<file path="src/sv/mexp_pkg.sv">
package mexp_pkg;

  // Operand width used unless the top level is given another one
  localparam int WIDTH_DEFAULT = 32;

  // Modulus loaded at reset
  localparam int MOD_RESET = 23;

endpackage

</file>
<file path="src/sv/mexp_if.sv">
// Request channel: base and exponent
interface mexp_in_if #(
  parameter int WIDTH = mexp_pkg::WIDTH_DEFAULT
);
  logic             valid;
  logic             ready;
  logic [WIDTH-1:0] base;
  logic [WIDTH-1:0] exponent;

  modport source (output valid, output base, output exponent, input ready);
  modport sink   (input valid, input base, input exponent, output ready);
endinterface

// Response channel: result
interface mexp_out_if #(
  parameter int WIDTH = mexp_pkg::WIDTH_DEFAULT
);
  logic             valid;
  logic             ready;
  logic [WIDTH-1:0] result;

  modport source (output valid, output result, input ready);
  modport sink   (input valid, input result, output ready);
endinterface

</file>
<file path="src/sv/modular_exponentiation_top.sv">
// Modular exponentiation, left-to-right square and multiply.
// in_ch carries a transaction of base and exponent; out_ch returns one
// transaction holding base^exponent mod modulus. Both channels use a
// valid/ready handshake. The modulus is written through cfg_we/cfg_data;
// the user must write it only while the block is idle, which the block
// does not enforce. Values 0 and 1 act as 2. Reset loads 23.
// Every modular multiply runs on one shared shift-and-add unit that does
// one modular add per cycle while it is busy. A transaction needs one
// multiply to reduce the base, WIDTH squarings and one multiply per set
// exponent bit. in_ch.ready is high only when no transaction is in flight;
// the result sits in an output register, so a new transaction is taken
// while the previous result waits. If the receiver stalls, the next result
// holds in the sequencer until the output register frees up. Synchronous
// reset drops any work in flight and clears out_ch.valid.
module modular_exponentiation_top #(
  parameter int WIDTH = mexp_pkg::WIDTH_DEFAULT
) (
  input  logic             clk,
  input  logic             rst,
  mexp_in_if.sink          in_ch,
  mexp_out_if.source       out_ch,
  input  logic             cfg_we,
  input  logic [WIDTH-1:0] cfg_data
);

  localparam int CW = $clog2(WIDTH);

  localparam logic [2:0] S_IDLE   = 3'd0;
  localparam logic [2:0] S_REDUCE = 3'd1;
  localparam logic [2:0] S_SQUARE = 3'd2;
  localparam logic [2:0] S_MULT   = 3'd3;
  localparam logic [2:0] S_DONE   = 3'd4;

  localparam logic [WIDTH-1:0] ONE = WIDTH'(1);
  localparam logic [WIDTH-1:0] TWO = WIDTH'(2);

  logic [2:0]       state;
  logic [WIDTH-1:0] modulus;
  logic [WIDTH-1:0] m_eff;
  logic [WIDTH-1:0] base_r;
  logic [WIDTH-1:0] exp_r;
  logic [WIDTH-1:0] r;
  logic [CW-1:0]    bit_cnt;

  logic             accept;
  logic             last_bit;
  logic             out_free;
  logic             mm_start;
  logic [WIDTH-1:0] mm_a;
  logic [WIDTH-1:0] mm_b;
  logic             mm_done;
  logic [WIDTH-1:0] mm_result;

  // Modulus register; clamp values below two
  always_ff @(posedge clk) begin
    if (rst) begin
      modulus <= WIDTH'(mexp_pkg::MOD_RESET);
    end else if (cfg_we) begin
      modulus <= cfg_data;
    end
  end

  assign m_eff = (modulus[WIDTH-1:1] == '0) ? TWO : modulus;

  assign in_ch.ready = (state == S_IDLE);
  assign accept      = in_ch.valid && in_ch.ready;
  assign last_bit    = (bit_cnt == '0);
  assign out_free    = !out_ch.valid || out_ch.ready;

  // Launch the shared multiplier:
  //   accept          -> 1 * base      (reduce the base)
  //   reduce done     -> 1 * 1         (first squaring of r = 1)
  //   square done     -> r * base, or next r * r
  //   multiply done   -> next r * r
  always_comb begin
    mm_start = 1'b0;
    mm_a     = mm_result;
    mm_b     = mm_result;
    unique case (state)
      S_IDLE: begin
        mm_start = accept;
        mm_a     = ONE;
        mm_b     = in_ch.base;
      end
      S_REDUCE: begin
        mm_start = mm_done;
        mm_a     = ONE;
        mm_b     = ONE;
      end
      S_SQUARE: begin
        mm_start = mm_done && (exp_r[WIDTH-1] || !last_bit);
        mm_b     = exp_r[WIDTH-1] ? base_r : mm_result;
      end
      S_MULT: begin
        mm_start = mm_done && !last_bit;
      end
      S_DONE: begin
        mm_start = 1'b0;
      end
      default: begin
        mm_start = 1'b0;
      end
    endcase
  end

  mexp_mulmod #(
    .WIDTH (WIDTH)
  ) u_mulmod (
    .clk    (clk),
    .rst    (rst),
    .start  (mm_start),
    .a      (mm_a),
    .b      (mm_b),
    .m      (m_eff),
    .done   (mm_done),
    .result (mm_result)
  );

  // Sequencer: walk the exponent from its top bit down
  always_ff @(posedge clk) begin
    if (rst) begin
      state <= S_IDLE;
    end else begin
      unique case (state)
        S_IDLE: begin
          if (accept) begin
            state <= S_REDUCE;
          end
        end
        S_REDUCE: begin
          if (mm_done) begin
            state <= S_SQUARE;
          end
        end
        S_SQUARE: begin
          if (mm_done) begin
            if (exp_r[WIDTH-1]) begin
              state <= S_MULT;
            end else if (last_bit) begin
              state <= S_DONE;
            end
          end
        end
        S_MULT: begin
          if (mm_done) begin
            state <= last_bit ? S_DONE : S_SQUARE;
          end
        end
        S_DONE: begin
          if (out_free) begin
            state <= S_IDLE;
          end
        end
        default: begin
          state <= S_IDLE;
        end
      endcase
    end
  end

  // Operand and exponent registers
  always_ff @(posedge clk) begin
    if (accept) begin
      exp_r   <= in_ch.exponent;
      bit_cnt <= CW'(WIDTH - 1);
    end
    if (state == S_REDUCE && mm_done) begin
      base_r <= mm_result;
    end
    if ((state == S_SQUARE || state == S_MULT) && mm_done) begin
      r <= mm_result;
      // Advance to the next exponent bit once this bit is finished
      if (state == S_MULT || !exp_r[WIDTH-1]) begin
        exp_r   <= {exp_r[WIDTH-2:0], 1'b0};
        bit_cnt <= bit_cnt - 1'b1;
      end
    end
  end

  // Output register: hold the result until the receiver takes it
  always_ff @(posedge clk) begin
    if (rst) begin
      out_ch.valid <= 1'b0;
    end else if (state == S_DONE && out_free) begin
      out_ch.valid <= 1'b1;
    end else if (out_ch.ready) begin
      out_ch.valid <= 1'b0;
    end
  end

  always_ff @(posedge clk) begin
    if (state == S_DONE && out_free) begin
      out_ch.result <= r;
    end
  end

`ifndef ASSERT_OFF
  a_accept_reduce: assert property (@(posedge clk) disable iff (rst)
    accept |=> state == S_REDUCE)
    else $error("accepted transaction did not start base reduction");
  a_load_from_done: assert property (@(posedge clk) disable iff (rst)
    $rose(out_ch.valid) |-> $past(state) == S_DONE)
    else $error("result loaded outside the done state");
  a_done_busy: assert property (@(posedge clk) disable iff (rst)
    mm_done |-> (state == S_REDUCE || state == S_SQUARE || state == S_MULT))
    else $error("multiplier finished while the sequencer was not waiting");
`endif

endmodule

</file>
<file path="src/sv/mexp_mulmod.sv">
// Shift-and-add modular multiplier: result = (a * b) mod m, a < m.
// One modular add per cycle while busy: doubling and conditional add alternate.
module mexp_mulmod #(
  parameter int WIDTH = mexp_pkg::WIDTH_DEFAULT
) (
  input  logic             clk,
  input  logic             rst,
  input  logic             start,
  input  logic [WIDTH-1:0] a,
  input  logic [WIDTH-1:0] b,
  input  logic [WIDTH-1:0] m,
  output logic             done,
  output logic [WIDTH-1:0] result
);

  localparam int CW = $clog2(WIDTH);

  logic [WIDTH-1:0] acc;
  logic [WIDTH-1:0] a_r;
  logic [WIDTH-1:0] b_r;
  logic [WIDTH-1:0] m_r;
  logic [CW-1:0]    cnt;
  logic             phase;
  logic             busy;

  logic [WIDTH-1:0] opnd;
  logic [WIDTH:0]   sum;
  logic [WIDTH:0]   diff;
  logic [WIDTH-1:0] add_res;

  // Shared modular adder: acc + opnd, one conditional subtract of m
  always_comb begin
    opnd    = phase ? a_r : acc;
    sum     = {1'b0, acc} + {1'b0, opnd};
    diff    = sum - {1'b0, m_r};
    add_res = (sum >= {1'b0, m_r}) ? diff[WIDTH-1:0] : sum[WIDTH-1:0];
  end

  always_ff @(posedge clk) begin
    if (rst) begin
      busy  <= 1'b0;
      done  <= 1'b0;
      phase <= 1'b0;
    end else begin
      done <= 1'b0;
      if (start) begin
        busy  <= 1'b1;
        phase <= 1'b0;
      end else if (busy) begin
        phase <= ~phase;
        if (phase && cnt == '0) begin
          busy <= 1'b0;
          done <= 1'b1;
        end
      end
    end
  end

  always_ff @(posedge clk) begin
    if (start) begin
      acc <= '0;
      a_r <= a;
      b_r <= b;
      m_r <= m;
      cnt <= CW'(WIDTH - 1);
    end else if (busy) begin
      if (!phase) begin
        acc <= add_res;
      end else begin
        if (b_r[WIDTH-1]) begin
          acc <= add_res;
        end
        b_r <= {b_r[WIDTH-2:0], 1'b0};
        cnt <= cnt - 1'b1;
      end
    end
  end

  assign result = acc;

`ifndef ASSERT_OFF
  a_start_idle: assert property (@(posedge clk) disable iff (rst) start |-> !busy)
    else $error("multiplier started while busy");
  a_done_idle: assert property (@(posedge clk) disable iff (rst) done |-> !busy)
    else $error("multiplier done while still busy");
  a_done_pulse: assert property (@(posedge clk) disable iff (rst) done |=> !done)
    else $error("done held longer than one cycle");
`endif

endmodule

</file>
<file path="src/flat_wrapper.sv">
// flat-port wrapper written by rule: the top's interface ports become plain ports
module modular_exponentiation_top_flat 
#(
  parameter int WIDTH = mexp_pkg::WIDTH_DEFAULT
)
  (clk, rst, cfg_we, cfg_data, in_ch_valid, in_ch_base, in_ch_exponent, in_ch_ready, out_ch_valid, out_ch_result, out_ch_ready);
  mexp_in_if #(.WIDTH(WIDTH)) in_ch_i ();
  mexp_out_if #(.WIDTH(WIDTH)) out_ch_i ();
  input  logic clk;
  input  logic rst;
  input  logic cfg_we;
  input  logic [WIDTH-1:0] cfg_data;
  input wire logic [$bits(in_ch_i.valid)-1:0] in_ch_valid;
  input wire logic [$bits(in_ch_i.base)-1:0] in_ch_base;
  input wire logic [$bits(in_ch_i.exponent)-1:0] in_ch_exponent;
  output wire logic [$bits(in_ch_i.ready)-1:0] in_ch_ready;
  output wire logic [$bits(out_ch_i.valid)-1:0] out_ch_valid;
  output wire logic [$bits(out_ch_i.result)-1:0] out_ch_result;
  input wire logic [$bits(out_ch_i.ready)-1:0] out_ch_ready;
  assign in_ch_i.valid = in_ch_valid;
  assign in_ch_i.base = in_ch_base;
  assign in_ch_i.exponent = in_ch_exponent;
  assign in_ch_ready = in_ch_i.ready;
  assign out_ch_valid = out_ch_i.valid;
  assign out_ch_result = out_ch_i.result;
  assign out_ch_i.ready = out_ch_ready;
  modular_exponentiation_top #(.WIDTH(WIDTH)) u_core (.clk(clk), .rst(rst), .in_ch(in_ch_i), .out_ch(out_ch_i), .cfg_we(cfg_we), .cfg_data(cfg_data));
endmodule
</file>
<file path="config.mk">
export PLATFORM = sky130hd
export DESIGN_NAME = modular_exponentiation_top_flat
export DESIGN_NICKNAME = d
export VERILOG_FILES = /design/src/sv/mexp_pkg.sv /design/src/sv/mexp_if.sv /design/src/sv/modular_exponentiation_top.sv /design/src/sv/mexp_mulmod.sv /design/src/flat_wrapper.sv
export SDC_FILE = /design/constraint.sdc
export NUM_CORES = 1
export LEC_CHECK = 0
export ABC_CLOCK_PERIOD_IN_PS = 7500
export BUFFER_PORTS_ARGS = -buffer_cell sky130_fd_sc_hd__buf_2
export CELL_PAD_IN_SITES_DETAIL_PLACEMENT = 0
export CELL_PAD_IN_SITES_GLOBAL_PLACEMENT = 1
export CORE_ASPECT_RATIO = 1.25
export CORE_MARGIN = 1.5
export CORE_UTILIZATION = 30
export CTS_BUF_LIST = sky130_fd_sc_hd__clkbuf_2
export DETAILED_ROUTE_END_ITERATION = 10
export PLACE_DENSITY = 0.62
export SYNTH_ARGS = -nofsm -noshare
export SYNTH_HDL_FRONTEND = slang
export SYNTH_SLANG_ARGS = --single-unit
</file>
<file path="constraint.sdc">
create_clock -name clk -period 7.5 [get_ports clk]
set_input_delay 1.5 -clock clk [delete_from_list [all_inputs] [get_ports clk]]
set_output_delay 1.5 -clock clk [all_outputs]
set_load 0.005 [all_outputs]
</file>
==> results.md <==
* P_leak at approximately 7 nW
* Slew @ Worst Pin at between 1 and 1.5 ns
* Initial Util at 30.4%
* Final routed DRC violation total at 0
* Clock share of power at 15.6%
* Die Wd at 205 um
* Vias per cell at a little under 5
* Met1 Use GR at 19.2%
* Status: complete, no violations
* Startpoint types: flip-flop
* Worst setup path startpoint: u_core.u_mulmod.phase
* Total negative slack at 0 ns
* H-tree levels at 3
* Hold_ws at roughly 0.42 ns
* Post_cts resized at 0
* Peak supply drop at 0.175 mV
* Slew Limit Fails at 0
* Synth Area in Compound Gates at 16.8%
* Setup CP Type: flip-flop to flip-flop
* Largest family of logic cells by synthesized area: compound AO/OA/AOI/OAI gates
* Min-Delay Path Class: flip-flop to flip-flop
* Area growth, synth to finish at 12.7%
* Post-Syn Nets at around 1600
* Vias in the first global route at 11100
* Worst EP arrival at 7.46 ns
* Synthesized cell area at 15300 um^2
* Initial antenna violation count at 2
* Vias at 11000
* Pint at 4.21 mW
* Root Buffer: clkbuf_2
* XOR/XNOR Fraction of Synth Area at under 10%
* CTS sink count at 305
* Clock-pin slew on the worst setup and hold paths at 0.10 ns
* DIE AREA at 52500 um^2
* Switching share of total power at 44.5%
* TritonCTS Buffers at 79
* Synthesis-stage register bit count at 305
* Max-cap violation count at 0
* Setup Skew at 0.0752 ns
* Count of final setup violators at 0
* # Post-CTS Setup Buffers at 0
* DR WL/cell at 16.7 um
* Post-CTS Hold Buffers at 0
* Filler cell count at around 5200
* Mean Syn Cell Area at 10.8 um^2
* All-Layer GR Usage at 14.5%
* Routed Wire Length at around 38000 um
* Gr ovfl total at 0
* Met3 GRT Util at 3.08%
* RSZ-0062 raised after global routing: false
* Synth Area in Simple Gates at between 10% and 20%
* Detailed Place HPWL at 27100 um
* Setup WS pre-CTS at just over 0.9 ns
* Die H at 256 um
* Met2 Usage GRT at 22.5%
* HP Start: u_core.r[17]
* Proportion of synthesized area in mux cells at just under 7%
* Final Hold Fails at 0
* DR pass1 iterations at 8
* Max_slew headroom at 31.1%
* Fin nets at 1710
* Share of power burned in combinational logic at around 55%
* Largest net degree at the start of global routing at 72
* Ys async rst share at 0%
* Routed Antenna Nets at 0
* Routability congestion estimate at 0.825
* Worst r2r src: u_core.u_mulmod.phase
* Worst Setup End Kind: flip-flop
* Area of the core at 50400 um^2
* Gr busiest metal: met2
* YS warnings at 0
* Ys flop type: edfxtp_1
* I/O Buffers at about 130
* Max Freq at 0.151 GHz
* Adder-Cell Fraction of Synth Area at around 5.6%
* NetSw at around 3.4 mW
* Sequential Power Share at 29.2%
* Post-Syn Instances at approximately 1400
* Ports at 135
* Power density of the placed cells at 438 nW/um^2
* Global-route wire length before repair at 59800 um
* Rows at 92
* Sequential share of the synthesized area at about 52%
* Min Tclk post-route at between 6 and 7 ns
* Worst-skew pair later-pin latency at a little over 1 ns
* Worst Path Max Fanout at 25
* Clk buf depth at 3
* Fin worst setup slack at 0.886 ns
* Post-synth EDFFs at 192
* Layout cells sized above 1 at between 20% and 30%
* Fin crit share at 88.2%
* Worst EP required at about 8.3 ns
* Number of DRC markers in iteration 0 at around 720
* TritonCTS clock tree: yes
* Cell variety after synth at 76
==> path summary, 6_finish.rpt <==
| kind | endpoint | cells past startpoint | slack, ns |
|---|---|---|---|
| setup / recovery | u_core.u_mulmod.result[9] | 23 | 0.89 |
| hold / removal | u_core.out_ch.result[17] | 0 | 0.42 |
| setup reg to reg | u_core.u_mulmod.result[9] | 23 | 0.89 |
| hold reg to reg | u_core.out_ch.result[17] | 0 | 0.42 |
==> metal layers <==
metal,wire length [um],vias to the layer above
li1,-,5514
met1,17800,5151
met2,17100,269
met3,1730,66
met4,1150,0
met5,0,-
==> sequential cells by signal (all words and copies together) (netlist names), 3 cells and up <==
signal and flops:
u_core.base_r 32, u_core.bit_cnt 5, u_core.exp_r 32, u_core.modulus 32, u_core.out_ch.result 32, u_core.r 32
u_core.state 3, u_core.u_mulmod.a_r 32, u_core.u_mulmod.b_r 32, u_core.u_mulmod.cnt 5, u_core.u_mulmod.m_r 32, u_core.u_mulmod.result 32
==> metrics by stage <==
stage                     total power, mW  std cells  cell area [um^2]  utilization (%)
after global placement               6.37       2118             16500             32.8
after CTS                            7.63       2261             17300             34.3
after detailed placement             6.40       2118             16500             32.8
after global routing                 8.24       2263             17300             34.3
final                                7.58       2263             17300             34.3
after floorplan                      5.51       1414             15300                -
==> synth_stat cells (3+ instances only) <==
| cell type | instances | area, um^2 |
|---|---|---|
| and3_1 | 8 | 50.1 |
| nor2_1 | 126 | 473 |
| nand3b_1 | 3 | 22.5 |
| nor4_1 | 12 | 75.1 |
| nor3_1 | 13 | 65.1 |
| a211oi_1 | 18 | 135 |
| xnor2_1 | 39 | 342 |
| buf_2 | 7 | 35.0 |
| o21ai_1 | 4 | 20.0 |
| xor2_1 | 23 | 201 |
| nor2b_1 | 41 | 257 |
| clkbuf_1 | 89 | 334 |
| inv_1 | 53 | 199 |
| or2_2 | 6 | 37.5 |
| o21bai_1 | 10 | 75.1 |
| a211oi_2 | 5 | 62.6 |
| nand3_1 | 15 | 75.1 |
| o21ai_0 | 74 | 370 |
| o22ai_1 | 3 | 18.8 |
| a31oi_1 | 18 | 113 |
| o31a_1 | 3 | 26.3 |
| buf_6 | 5 | 56.3 |
| o211ai_1 | 4 | 30.0 |
| a21o_1 | 39 | 293 |
| a21oi_1 | 126 | 631 |
| o21a_1 | 8 | 60.1 |
| ha_1 | 66 | 826 |
| a311oi_1 | 3 | 26.3 |
| or3_1 | 4 | 25.0 |
| dfxtp_1 | 113 | 2260 |
| edfxtp_1 | 192 | 5770 |
| nand2b_1 | 4 | 25.0 |
| a222oi_1 | 31 | 310 |
| a211o_1 | 7 | 61.3 |
| nand4_1 | 10 | 62.6 |
| buf_1 | 3 | 11.3 |
| and2_1 | 7 | 43.8 |
| mux2i_1 | 70 | 701 |
| nand2_1 | 73 | 274 |
| mux2_2 | 32 | 360 |
==> critical path, stage by stage, from the launching register on <==
cell,delay [ns]
dfxtp_1,0.70
mux2_2,0.40
ha_1,0.20
fa_1,0.43
a211oi_2,0.23
o21a_1,0.19
nor4_2,0.06
o41a_1,0.41
or2b_2,0.36
a21oi_2,0.24
o21bai_1,0.12
xor2_1,0.27
ha_1,0.36
and3_1,0.25
and4_1,0.23
nand4_1,0.10
o211ai_1,0.10
a211oi_1,0.37
o31ai_4,0.15
a31oi_4,0.61
buf_4,0.33
nor2_1,0.07
a21oi_1,0.15
a211oi_1,0.09
==> power by group through the flow <==
stage / Clock (mW) / Sequential (mW) / Combinational (mW)
after global placement: 0 / 2.24 / 4.13
after CTS: 1.25 / 2.21 / 4.17
after detailed placement: 0 / 2.25 / 4.15
final: 1.18 / 2.21 / 4.18
after global routing: 1.33 / 2.24 / 4.67
after floorplan: 0 / 2.13 / 3.38
==> cell type report <==
class                      count  area (um^2)  share of cell area (%)
tap                          658          823                    4.76
clock buffer                 129          646                    3.74
multi-input combinational    951         6690                    38.7
antenna                        2         5.00                  0.0290
timing repair buffer         150          791                    4.58
sequential                   305         8030                    46.5
inverter                      54          205                    1.19
clock inverter                14         91.3                   0.529
==> cell usage in the layout (no fill, tap or decap), types with 15 or more instances in the layout <==
| master | count |
|---|---|
| a222oi_1 | 31 |
| mux2i_1 | 70 |
| inv_1 | 53 |
| a211oi_1 | 18 |
| xor2_1 | 23 |
| buf_2 | 134 |
| buf_4 | 16 |
| ha_1 | 66 |
| nand3_1 | 15 |
| a21o_1 | 39 |
| a31oi_1 | 18 |
| a21oi_1 | 126 |
| o21ai_0 | 74 |
| xnor2_1 | 39 |
| edfxtp_1 | 192 |
| nor2_1 | 123 |
| nor2b_1 | 41 |
| dfxtp_1 | 113 |
| nand2_1 | 73 |
| clkbuf_2 | 129 |
| mux2_2 | 32 |
==> kinds of logic (layout without fill, tap and decap cells) <==
| logic type | count (synthesis) | in the layout |
|---|---|---|
| other cells | 0 | 2 |
| compound gates | 384 | 384 |
| buf+inv | 158 | 347 |
| simple gates | 335 | 335 |
| flops | 305 | 305 |
| fa+ha+maj | 68 | 68 |
| xor+xnor | 62 | 62 |
| mux | 102 | 102 |
No activity file was read; power rests on OpenSTA's default activity.
